File: src/hdl/sst_pkg.sv
// ----------------------------------------------------------------------------
// sst_pkg
// Types, codes and helpers shared by the sorted schedule table.
// ----------------------------------------------------------------------------
package sst_pkg;

  localparam int SST_DEPTH    = 16;
  localparam int ENTRY_W      = 32;
  localparam int KEY_W        = 11;
  localparam int MIN_PER_HOUR = 60;

  localparam logic [1:0] KIND_ADD    = 2'd0;
  localparam logic [1:0] KIND_CHANGE = 2'd1;
  localparam logic [1:0] KIND_DELETE = 2'd2;
  localparam logic [1:0] KIND_READ   = 2'd3;

  localparam logic [1:0] STATUS_OK     = 2'd0;
  localparam logic [1:0] STATUS_FULL   = 2'd1;
  localparam logic [1:0] STATUS_BADIDX = 2'd2;

  typedef struct packed {
    logic [13:0] mass;
    logic [5:0]  minute;
    logic [4:0]  hour;
    logic [6:0]  day;
  } entry_t;

  typedef struct packed {
    logic [1:0] kind;
    logic [3:0] slot;
    entry_t     entry;
  } req_t;

  typedef struct packed {
    logic [1:0] status;
    logic [4:0] entry_count;
    logic [3:0] landed_at;
    entry_t     entry;
  } res_t;

  // minute of day: hour*60 + minute
  function automatic logic [KEY_W-1:0] entry_key(entry_t e);
    return KEY_W'(e.hour) * KEY_W'(MIN_PER_HOUR) + KEY_W'(e.minute);
  endfunction

endpackage

File: src/hdl/sst_ram.sv
// ----------------------------------------------------------------------------
// sst_ram
// Generic simple dual-port RAM: one write port, one read port, registered read.
// ----------------------------------------------------------------------------
module sst_ram #(
  parameter int WIDTH = 32,
  parameter int DEPTH = 16
) (
  input  logic                     clk,
  input  logic                     we,
  input  logic [$clog2(DEPTH)-1:0] waddr,
  input  logic [WIDTH-1:0]         wdata,
  input  logic                     re,
  input  logic [$clog2(DEPTH)-1:0] raddr,
  output logic [WIDTH-1:0]         rdata
);

  logic [WIDTH-1:0] mem_r [DEPTH];
  logic [WIDTH-1:0] rdata_r;

  always_ff @(posedge clk) begin
    if (we) begin
      mem_r[waddr] <= wdata;
    end
    if (re) begin
      rdata_r <= mem_r[raddr];
    end
  end

  assign rdata = rdata_r;

endmodule

File: src/hdl/sst_ctrl.sv
// ----------------------------------------------------------------------------
// sst_ctrl
// Request sequencer: reads, shifts and writes back table entries in the RAM.
// ----------------------------------------------------------------------------
module sst_ctrl import sst_pkg::*; #(
  parameter int TABLE_DEPTH = SST_DEPTH
) (
  input  logic                           clk,
  input  logic                           rst_n,
  input  logic                           req_valid,
  input  req_t                           req,
  output logic                           busy,
  output logic                           res_valid,
  output res_t                           res,
  input  logic                           res_take,
  output logic                           ram_we,
  output logic [$clog2(TABLE_DEPTH)-1:0] ram_waddr,
  output logic [ENTRY_W-1:0]             ram_wdata,
  output logic                           ram_re,
  output logic [$clog2(TABLE_DEPTH)-1:0] ram_raddr,
  input  logic [ENTRY_W-1:0]             ram_rdata
);

  localparam int AW = $clog2(TABLE_DEPTH);
  localparam int CW = $clog2(TABLE_DEPTH + 1);
  localparam int SW = (CW > 4) ? CW : 4;

  localparam logic [2:0] S_IDLE = 3'd0;
  localparam logic [2:0] S_READ = 3'd1;
  localparam logic [2:0] S_DEL  = 3'd2;
  localparam logic [2:0] S_INS  = 3'd3;
  localparam logic [2:0] S_DONE = 3'd4;

  logic [2:0]       state_r, state_nxt;
  logic [CW-1:0]    count_r, count_nxt;
  logic [CW-1:0]    ptr_r, ptr_nxt;
  logic [AW-1:0]    wptr_r, wptr_nxt;
  logic             pend_r, pend_nxt;
  logic [1:0]       kind_r, kind_nxt;
  entry_t           entry_r, entry_nxt;
  logic [KEY_W-1:0] key_r, key_nxt;
  logic [1:0]       status_r, status_nxt;
  logic [AW-1:0]    landed_r, landed_nxt;
  entry_t           rd_r, rd_nxt;

  logic          slot_ok;
  logic [CW-1:0] ptr_dec;
  logic [AW-1:0] wptr_inc;
  logic          moving;

  assign slot_ok  = SW'(req.slot) < SW'(count_r);
  assign ptr_dec  = ptr_r - 1'b1;
  assign wptr_inc = wptr_r + 1'b1;
  assign moving   = entry_key(entry_t'(ram_rdata)) > key_r;

  always_comb begin
    state_nxt  = state_r;
    count_nxt  = count_r;
    ptr_nxt    = ptr_r;
    wptr_nxt   = wptr_r;
    pend_nxt   = pend_r;
    kind_nxt   = kind_r;
    entry_nxt  = entry_r;
    key_nxt    = key_r;
    status_nxt = status_r;
    landed_nxt = landed_r;
    rd_nxt     = rd_r;
    ram_we     = 1'b0;
    ram_waddr  = wptr_r;
    ram_wdata  = ram_rdata;
    ram_re     = 1'b0;
    ram_raddr  = ptr_r[AW-1:0];

    unique case (state_r)
      S_IDLE: begin
        if (req_valid) begin
          entry_nxt  = req.entry;
          key_nxt    = entry_key(req.entry);
          kind_nxt   = req.kind;
          status_nxt = STATUS_OK;
          landed_nxt = '0;
          rd_nxt     = '0;
          pend_nxt   = 1'b0;
          unique case (req.kind) inside
            KIND_ADD: begin
              if (count_r == CW'(TABLE_DEPTH)) begin
                status_nxt = STATUS_FULL;
                state_nxt  = S_DONE;
              end else begin
                ptr_nxt   = count_r;
                state_nxt = S_INS;
              end
            end
            KIND_CHANGE, KIND_DELETE: begin
              if (!slot_ok) begin
                status_nxt = STATUS_BADIDX;
                state_nxt  = S_DONE;
              end else begin
                ptr_nxt   = CW'(req.slot) + 1'b1;
                state_nxt = S_DEL;
              end
            end
            KIND_READ: begin
              if (!slot_ok) begin
                status_nxt = STATUS_BADIDX;
                state_nxt  = S_DONE;
              end else begin
                ram_re    = 1'b1;
                ram_raddr = AW'(req.slot);
                state_nxt = S_READ;
              end
            end
            default: state_nxt = S_DONE;
          endcase
        end
      end

      S_READ: begin
        rd_nxt    = entry_t'(ram_rdata);
        state_nxt = S_DONE;
      end

      // close the gap: entry i+1 moves down to i
      S_DEL: begin
        if (pend_r) begin
          ram_we = 1'b1;
        end
        if (ptr_r < count_r) begin
          ram_re    = 1'b1;
          wptr_nxt  = ptr_r[AW-1:0] - 1'b1;
          ptr_nxt   = ptr_r + 1'b1;
          pend_nxt  = 1'b1;
        end else begin
          pend_nxt = 1'b0;
          if (!pend_r) begin
            count_nxt = count_r - 1'b1;
            if (kind_r == KIND_CHANGE) begin
              ptr_nxt   = count_r - 1'b1;
              state_nxt = S_INS;
            end else begin
              state_nxt = S_DONE;
            end
          end
        end
      end

      // scan down from the top, moving larger keys up one place
      S_INS: begin
        if (pend_r && !moving) begin
          ram_we     = 1'b1;
          ram_waddr  = wptr_inc;
          ram_wdata  = entry_r;
          landed_nxt = wptr_inc;
          count_nxt  = count_r + 1'b1;
          pend_nxt   = 1'b0;
          state_nxt  = S_DONE;
        end else begin
          if (pend_r) begin
            ram_we    = 1'b1;
            ram_waddr = wptr_inc;
          end
          if (ptr_r != '0) begin
            ram_re    = 1'b1;
            ram_raddr = ptr_dec[AW-1:0];
            wptr_nxt  = ptr_dec[AW-1:0];
            ptr_nxt   = ptr_dec;
            pend_nxt  = 1'b1;
          end else begin
            pend_nxt = 1'b0;
            if (!pend_r) begin
              ram_we     = 1'b1;
              ram_waddr  = '0;
              ram_wdata  = entry_r;
              landed_nxt = '0;
              count_nxt  = count_r + 1'b1;
              state_nxt  = S_DONE;
            end
          end
        end
      end

      S_DONE: begin
        if (res_take) begin
          state_nxt = S_IDLE;
        end
      end

      default: state_nxt = S_IDLE;
    endcase
  end

  always_ff @(posedge clk) begin
    if (!rst_n) begin
      state_r <= S_IDLE;
      count_r <= '0;
      pend_r  <= 1'b0;
    end else begin
      state_r <= state_nxt;
      count_r <= count_nxt;
      pend_r  <= pend_nxt;
    end
  end

  always_ff @(posedge clk) begin
    ptr_r    <= ptr_nxt;
    wptr_r   <= wptr_nxt;
    kind_r   <= kind_nxt;
    entry_r  <= entry_nxt;
    key_r    <= key_nxt;
    status_r <= status_nxt;
    landed_r <= landed_nxt;
    rd_r     <= rd_nxt;
  end

  assign busy            = state_r != S_IDLE;
  assign res_valid       = state_r == S_DONE;
  assign res.status      = status_r;
  assign res.entry_count = 5'(count_r);
  assign res.landed_at   = 4'(landed_r);
  assign res.entry       = rd_r;

endmodule

File: src/hdl/sorted_schedule_table.sv
// ----------------------------------------------------------------------------
// sorted_schedule_table
// Schedule table kept sorted by minute of day, with add, change, delete, read.
// ----------------------------------------------------------------------------
// Usage:
//   Requests arrive on the in_ channel (valid/stall); one result per request
//   leaves on the out_ channel (valid/stall) through an output register.
//   Entries live in a single RAM with registered read; a request is served by
//   a sequencer that reads, shifts and writes back one entry per cycle.
//   A rejected request (full or bad index) goes straight to its result; a read
//   reads its slot from the RAM; a delete moves each entry above its slot down
//   one place; an add moves entries with larger keys up one place from the top
//   and writes the new entry into the gap; a change is a delete followed by an
//   add on the remaining entries. The shift sweep runs through the RAM port;
//   one request is in the sequencer at a time, and in_stall is high until its
//   result has been taken into the output register.
//   A new request is taken while a finished result waits in the output
//   register; a stalled result holds the sequencer in its final state.
//   Reset empties the table at once; no clearing pass is needed.
// ----------------------------------------------------------------------------
module sorted_schedule_table import sst_pkg::*; #(
  parameter int TABLE_DEPTH = SST_DEPTH
) (
  input  logic        clk,
  input  logic        rst_n,
  input  logic        in_valid,
  output logic        in_stall,
  input  logic [1:0]  in_kind,
  input  logic [3:0]  in_slot,
  input  logic [6:0]  in_day_code,
  input  logic [4:0]  in_hour_value,
  input  logic [5:0]  in_minute_value,
  input  logic [13:0] in_mass_value,
  output logic        out_valid,
  input  logic        out_stall,
  output logic [1:0]  out_status,
  output logic [4:0]  out_entry_count,
  output logic [3:0]  out_landed_at,
  output logic [6:0]  out_day,
  output logic [4:0]  out_hour,
  output logic [5:0]  out_minute,
  output logic [13:0] out_mass
);

  localparam int AW = $clog2(TABLE_DEPTH);

  req_t          req;
  logic          busy;
  logic          res_valid;
  res_t          res;
  logic          res_take;
  logic          ram_we;
  logic [AW-1:0] ram_waddr;
  logic [ENTRY_W-1:0] ram_wdata;
  logic          ram_re;
  logic [AW-1:0] ram_raddr;
  logic [ENTRY_W-1:0] ram_rdata;

  logic out_valid_r, out_valid_nxt;
  res_t out_res_r, out_res_nxt;

  assign req.kind         = in_kind;
  assign req.slot         = in_slot;
  assign req.entry.day    = in_day_code;
  assign req.entry.hour   = in_hour_value;
  assign req.entry.minute = in_minute_value;
  assign req.entry.mass   = in_mass_value;

  assign in_stall = busy;

  sst_ctrl #(
    .TABLE_DEPTH(TABLE_DEPTH)
  ) u_ctrl (
    .clk       (clk),
    .rst_n     (rst_n),
    .req_valid (in_valid),
    .req       (req),
    .busy      (busy),
    .res_valid (res_valid),
    .res       (res),
    .res_take  (res_take),
    .ram_we    (ram_we),
    .ram_waddr (ram_waddr),
    .ram_wdata (ram_wdata),
    .ram_re    (ram_re),
    .ram_raddr (ram_raddr),
    .ram_rdata (ram_rdata)
  );

  sst_ram #(
    .WIDTH(ENTRY_W),
    .DEPTH(TABLE_DEPTH)
  ) u_ram (
    .clk   (clk),
    .we    (ram_we),
    .waddr (ram_waddr),
    .wdata (ram_wdata),
    .re    (ram_re),
    .raddr (ram_raddr),
    .rdata (ram_rdata)
  );

  // output register: loads when empty or when its transfer completes
  assign res_take = res_valid && (!out_valid_r || !out_stall);

  always_comb begin
    out_valid_nxt = out_valid_r;
    out_res_nxt   = out_res_r;
    if (out_valid_r && !out_stall) begin
      out_valid_nxt = 1'b0;
    end
    if (res_take) begin
      out_valid_nxt = 1'b1;
      out_res_nxt   = res;
    end
  end

  always_ff @(posedge clk) begin
    if (!rst_n) begin
      out_valid_r <= 1'b0;
    end else begin
      out_valid_r <= out_valid_nxt;
    end
  end

  always_ff @(posedge clk) begin
    out_res_r <= out_res_nxt;
  end

  assign out_valid       = out_valid_r;
  assign out_status      = out_res_r.status;
  assign out_entry_count = out_res_r.entry_count;
  assign out_landed_at   = out_res_r.landed_at;
  assign out_day         = out_res_r.entry.day;
  assign out_hour        = out_res_r.entry.hour;
  assign out_minute      = out_res_r.entry.minute;
  assign out_mass        = out_res_r.entry.mass;

endmodule

File: config.mk
export PLATFORM = sky130hd
export DESIGN_NAME = sorted_schedule_table
export DESIGN_NICKNAME = d
export VERILOG_FILES = /design/src/hdl/sst_pkg.sv /design/src/hdl/sst_ram.sv /design/src/hdl/sst_ctrl.sv /design/src/hdl/sorted_schedule_table.sv
export SDC_FILE = /design/constraint.sdc
export NUM_CORES = 1
export LEC_CHECK = 0
export BUFFER_PORTS_ARGS = -buffer_cell sky130_fd_sc_hd__buf_2
export CORE_UTILIZATION = 61
export DETAILED_ROUTE_END_ITERATION = 8
export PLACE_DENSITY = 0.86
export RECOVER_POWER = 50
export SLEW_MARGIN = 20
export SYNTH_ARGS = -nofsm -noshare
export SYNTH_HDL_FRONTEND = slang
export SYNTH_SLANG_ARGS = --single-unit
export TNS_END_PERCENT = 100
File: constraint.sdc
create_clock -name clk -period 15.1 [get_ports clk]
set_clock_uncertainty 0.05 [all_clocks]
set_input_delay 1.51 -clock clk [delete_from_list [all_inputs] [get_ports clk]]
set_output_delay 1.51 -clock clk [all_outputs]
set_load 0.02 [all_outputs]
---- After elaboration in Yosys (flattened, before gate mapping) ----
Memories as Yosys holds them, arrays and structs flattened. A register that Yosys moved wholly into a read port is not among the register bits.
Index checks and enable logic that the tools add are counted.
word-level totals
  register bits ........................... 145
  memory bits (writable) .................. 512
  output and inout port bits .............. 45
  logic and storage cells ................. 165
  memories kept ........................... 1
cells by class
  add/subtract/negate cells ............... 9
  multipliers ............................. 2
  $lt $le $gt $ge ......................... 3
  eq/ne operators ......................... 23
  multiplexer cells ....................... 76
  reduce and logical (&&, ||, !) cells .... 26
memories
  memory       depth  width  rd ports  clocked after Yosys merged registers in  wr ports  line           source
  u_ram.mem_r  16     32     1         1                                        1         sst_ram.sv:18  logic [WIDTH-1:0] mem_r [DEPTH];
operators by type and width
  kind                                                                 number
  32-bit two-way mux                                                   5
  4-bit two-way mux                                                    17
  5-bit two-way mux                                                    13
  32-bit case mux with 2 select lines                                  1
  3-bit two-way mux                                                    11
  4-bit case mux with 2 select lines                                   3
  11-bit by 6-bit adder with 11-bit output                             2
  5-bit case mux with 2 select lines                                   2
  5-bit by 4-bit multiplier with 9-bit output (second input constant)  2
  1-bit two-way mux                                                    16
  3-bit case mux with 5 select lines                                   1
  5-bit case mux with 3 select lines                                   1
  11-bit greater-than comparator                                       1
  5-bit by 1-bit adder with 5-bit output (second input constant)       2
  5-bit by 1-bit subtractor with 5-bit output (second input constant)  2
  3-bit by 2-bit != test with 1-bit output (second input constant)     3
  3-bit != test (second input constant)                                3
  3-bit case mux with 3 select lines                                   1
  9-bit AND reduction                                                  1
  2-bit != test (second input constant)                                4
  4-bit AND reduction                                                  2
  2-bit nonzero test                                                   4
  3-bit by 2-bit == test with 1-bit output (second input constant)     2
  2-bit by 1-bit != test with 1-bit output (second input constant)     3
  other kinds (27)                                                     37

---- Depth between registers and ports, before layout ----
  word-level depth ........................ 9
  mapped depth ............................ 25

---- Cells and area by module ----
A second synthesis with hierarchy kept.
unflattened totals
  cells, all modules ...................... 1506
  area total of the unflattened synthesis .. 28263.4 sq um
by module, submodules not included
  module                 instances  cells an instance  area an instance (sq um)
  sst_ram                1          838                20155.6
  sst_ctrl               1          621                6777.8
  sorted_schedule_table  1          47                 1330.0

---- Least setup slack after synthesis ----
No wires, ideal clock.
  kind .................................... reg-to-reg
  from .................................... register u_ram.rdata_r[7], in the netlist u_ram.rdata[7], read port of u_ram.mem_r
  to ...................................... memory u_ram.mem_r[3][0] (enable)
  data arrival time ....................... 6.156 ns
  path slack .............................. 8.473 ns
  cell stages (with the launch flop) ...... 21
  path buffers ............................ 0
  period minus slack after synthesis ...... 6.627 ns
  path through ............................ edfxtp_1 fa_1 inv_1 fa_1 fa_1 inv_1 ha_1 o21ai_0 a21oi_1 nand4_1 xnor2_1 ha_1 nand4_1 nor3_1 o21ai_0 a21oi_1 nand2_1 nor2_1 a211oi_1 or2_2 nor2_1
on the way
  longest elaborated chain between the ends .. 9
  elaborated cells on any way between the ends .. 11
ends and longest elaborated chain
  item                                           line             source
  start: declaration                             sst_ram.sv:19    logic [WIDTH-1:0] rdata_r;
  5-bit by 4-bit multiplier with 9-bit output *  sst_pkg.sv:43    return KEY_W'(e.hour) * KEY_W'(MIN_PER_HOUR) + KEY_W'(e.minute);
  11-bit by 6-bit adder with 11-bit output *     sst_pkg.sv:43
  11-bit greater-than comparator *               sst_ctrl.sv:54   assign moving = entry_key(entry_t'(ram_rdata)) > key_r;
  1-bit zero test *                              sst_ctrl.sv:149  if (pend_r && !moving) begin
  1-bit logical AND *                            sst_ctrl.sv:149
  1-bit two-way mux                              sst_ctrl.sv:149
  1-bit case mux with 2 select lines             sst_ctrl.sv:74   unique case (state_r)
  1-bit two-way mux                              sst_ram.sv:22    if (we) begin
  1-bit two-way mux (not written as such)        sst_ram.sv:23    mem_r[waddr] <= wdata;
  end: declaration                               sst_ram.sv:18
Mark *: on every way between the ends. The rest lies on a longest branch, timed or not.

---- Final worst setup path ----
  from .................................... register u_ram.rdata_r[7], in the netlist u_ram.rdata[7], read port of u_ram.mem_r
  to ...................................... memory u_ram.mem_r[6][10], data pin
on the way
  longest elaborated chain between the ends .. 7
ends and longest elaborated chain
  item                                         line                         source
  5-bit by 4-bit multiplier with 9-bit output  sst_pkg.sv:43
  11-bit by 6-bit adder with 11-bit output     sst_pkg.sv:43
  11-bit greater-than comparator               sst_ctrl.sv:54
  1-bit zero test                              sst_ctrl.sv:149
  1-bit logical AND                            sst_ctrl.sv:149
  32-bit two-way mux                           sst_ctrl.sv:149
  32-bit two-way mux                           sst_ctrl.sv:74
  net ram_wdata[10]                            sorted_schedule_table.sv:54  logic [ENTRY_W-1:0] ram_wdata;
The timed path passes the listed nets, and every way through them passes these cells.

==> summary.md <==
| Metric | Value |
|---|---|
| Final WL | about 70 mm |
| Area fraction of the dominant cell type after synthesis | around 71% |
| Ys flop type | edfxtp_1 |
| Netlist cell types | 68 |
| Wirelength per Cell | roughly 27 um |
| Syn Nets | a little under 2000 |
| Reg-to-reg critical path startpoint | u_ram.rdata[7] |
| Vias in the first global route | around 17000 |
| Vias | about 17000 |
| M3 GR Usage | a little over 5% |
| Clock network power share | about 20% |
| Hold crit path type | reg2reg |
| Largest fanout on the critical path | 26 |
| Worst setup endpoint | u_ram.mem_r[6][10] |
| RSZ-0062 raised after global routing | no |
| Detailed-route DRC error count | 0 |
| First-pass GRT wire length | 102.6 mm |
| DRT antenna net count | 0 |
| Post-synthesis cell area | 28810 um2 |
| VDD IR-drop max | approximately 0.22 mV |
| Top delay family on crit path | compound AO/OA/AOI/OAI gates |
| Row Count | 79 |
| Type of origin of the critical path | register |
| Detailed router's first-iteration violation count | about 2200 |
| Switch Pwr | 2886 uW |
| R2R Setup Slk | 7.16 ns |
| Slew headroom | -111.2% |
| Die width | 219.3 um |
| Antenna cell count | 0 |
| CTS Buffer Depth | 3 |
| Dpl hpwl | around 38 mm |
| I/O pins | just under 90 |
| Met1 GRT Util | ~37% |
| CP max stage delay | ~1.3 ns |
| Max-slew violation count | 185 |
| Die Span Y | ~220 um |
| Die area | between 40000 and 50000 um2 |
| CP Class | reg2reg |
| Largest net degree at the start of global routing | 132 |
| Yosys warns | 0 |
| Root Driver | clkbuf_16 |
| Core footprint | around 47000 um2 |
| Clk sink count | 687 |
| DP Worst Slack | about 7.5 ns |
| Via/cell ratio | ~6.6 |
| Internal Power | between 4000 and 5000 uW |
| IO buf count | 86 |
| Hold_ws | about 0.36 ns |
| Sequential cell area | 20530 um2 |
| Initial antenna violation count | 2 |
| Total CTS buffers | 60 |
| Sequential share of the synthesized area | a little under three quarters |
| Leakage Power | roughly 0.011 uW |
| Max Cap Viol | 5 |
| Top Usage Layer GRT | met2 |
| Max H-tree Level | 2 |
| TritonCTS clock tree | done |
| Synth top area cells | edfxtp_1 71%, mux2i_1 6.7%, ha_1 2.6%, o2bb2ai_1 1.9%, a21oi_1 1.8% |
| Final setup TNS | 0 ns |
| Post-synth top area cell | edfxtp_1 |
| Final hold vios | 0 |
| Crit path depth | 19 |
| Fillers | approximately 2800 |
| Gr ovfl total | 0 |
| Post-route clock period utilization | between 50% and 60% |
| Status | complete, but fails checks |
| CP Capture Type | register |
| Post-Syn Instances | between 1500 and 2000 |
| Gr usage total | 29.24% |
| Cell Chain, Critical Path | fa_1 > inv_1 > fa_1 > fa_1 > inv_1 > ha_1 > o21ai_0 > a21oi_1 > nor2_1 > ha_1 > a21oi_1 > o21ai_0 > o21ai_0 > a21oi_1 > a211oi_1 > clkbuf_1 > nand2_1 > o21ai_0 > clkbuf_1 |
| R2r endpoint | u_ram.mem_r[6][10] |
| Number of enable flip-flop cells after synthesis | just under 700 |
| Final setup violation count | 0 |
| Final nets | 2052 |
| Bufs and invs on worst path | 4 |
| Max Clk Rate | ~0.13 GHz |
| Number of cells on the worst reg-to-reg path | 19 |
| Ratio of cells with drive above 1 in the final layout | a little under a tenth |
| M2 GR Usage | around half |
| CTS Hold Bufs | 0 |
| Critical path arrival | 8.21 ns |
| Sw Share | 39.05% |
| Flop pwr share | 36.7% |
| WP data required | around 15 ns |
| Cell Pwr Density | roughly 230 nW/um2 |
| Number of setup buffers added after CTS | 0 |
| Pwr Total | around 7400 uW |
| Pre-antenna DRT Iters | 6 |
| CP max stage cell | clkbuf_1 |
| Asr flop ratio synth | 0% |
| Failing checks | max-capacitance violations, max-slew violations |
| Clk Latency, worst-skew pair | roughly 0.63 ns |
| Worst-path clk slew | 0.07 ns |
| Combinational Power Share | between 40% and 50% |
| Clock period minus worst slack | 7.938 ns |
| Seq cells post-synth | about 700 |
| Synthesis-to-layout area growth | 10.02% |
| Final GP Congestion | 0.9111 |
| Worst Max-Slew Pin Slew | 3.168 ns |
| Most frequent CP cell | o21ai_0 |
| Worst setup margin | approximately 7.2 ns |
| Post-CTS resize count | 0 |
| Syn Area/Cell | ~16 um2 |
| Area of the multi-input gates | between 7000 and 8000 um2 |
| Worst Setup SP | u_ram.rdata[7] |
| Initial Util | 61.89% |
layout make-up:
type                            count  area share (%)
Inverter                           71          0.8408
Clock inverter                     42           1.003
Clock buffer                       69           4.910
Timing Repair Buffer              124           1.942
Multi-Input combinational cell    989           24.14
Sequential cell                   687           64.77
Tap cell                          607           2.396
worst min-delay path by stage:
stage | from | end | slack [ns] | cells past startpoint
6_report | u_ctrl.res[1] | out_day[1] | 0.36 | 0
5_1_grt | u_ctrl.res[1] | out_day[1] | 0.37 | 0
4_1_cts | u_ctrl.res[1] | out_day[1] | 0.36 | 0
3_5_place_dp | u_ctrl.res[9] | out_hour[2] | 0.35 | 0
3_3_place_gp | u_ctrl.res[9] | out_hour[2] | 0.35 | 0
2_1_floorplan | u_ctrl.res[0] | out_day[0] | 0.35 | 0
placed cells by master (no fill, tap or decap), drive strengths merged, types with 8 or more instances in the layout:
cell,count
a21o,14
nand4,8
ha,61
dfxtp,10
a21oi,106
mux2i,194
xnor2,30
xor2,10
buf,56
nor2,42
nand2,131
nor3,10
and2,40
o22ai,66
clkbuf,137
fa,16
edfxtp,677
nand3,17
mux2,30
clkinv,35
inv,70
nand2b,11
o2bb2ai,62
o21ai,28
a211oi,41
cell usage after synthesis, drive strengths merged (8+ instances only):
master / number
a211oi: 41
a21o: 14
a21oi: 106
and2: 40
buf: 41
clkbuf: 47
dfxtp: 10
edfxtp: 677
fa: 16
ha: 61
inv: 71
mux2: 30
mux2i: 194
nand2: 131
nand2b: 11
nand3: 17
nand4: 8
nor2: 42
nor3: 10
o21ai: 28
o22ai: 66
o2bb2ai: 62
xnor2: 30
xor2: 10
state kept, by name (all words and copies together), names as in the netlist, 3 cells and up:
name and cells:
u_ctrl.entry_r 30, u_ctrl.key_r 11, out_mass 14, u_ram.rdata 32, u_ctrl.res 32, u_ctrl.ptr_r 5
u_ctrl.wptr_r 4, u_ctrl.count_r 5, u_ctrl.state_r 3, out_minute 6, out_day 7, u_ctrl.landed_r 4
out_landed_at 4, u_ram.mem_r 512, out_entry_count 5, out_hour 5
per-stage QoR:
stage	util, %	cell area (um2)	std cells
2_1_floorplan	-	28810	1835
3_3_place_gp	64.35	29960	2477
3_5_place_dp	64.35	29960	2477
4_1_cts	68.38	31830	2588
5_1_grt	68.09	31700	2589
6_report	68.09	31700	2589
power by group through the flow:
stage	clock network (uW)	registers (uW)	logic, uW
after global routing	1560	2720	3430
final	1490	2710	3190
after global placement	0	2720	3020
after floorplan	0	2680	2360
after detailed placement	0	2730	3130
after CTS	1490	2690	3180
routing by layer:
layer | share of wire [%] | up-vias
met5 | 0.019 | -
met4 | 4.8 | 2
met2 | 49 | 1234
met1 | 36 | 8388
li1 | - | 7236
met3 | 11 | 241
logic make-up after synthesis:
kind of cell,after synthesis,share of synthesized area (%)
flops,687,71.26
compound gates,359,8.364
simple gates,289,4.812
mux,224,7.956
buf+inv,159,2.636
fa+ha+maj,77,3.761
xor+xnor,40,1.216
Note: power is estimated with default switching activity, not from simulation.
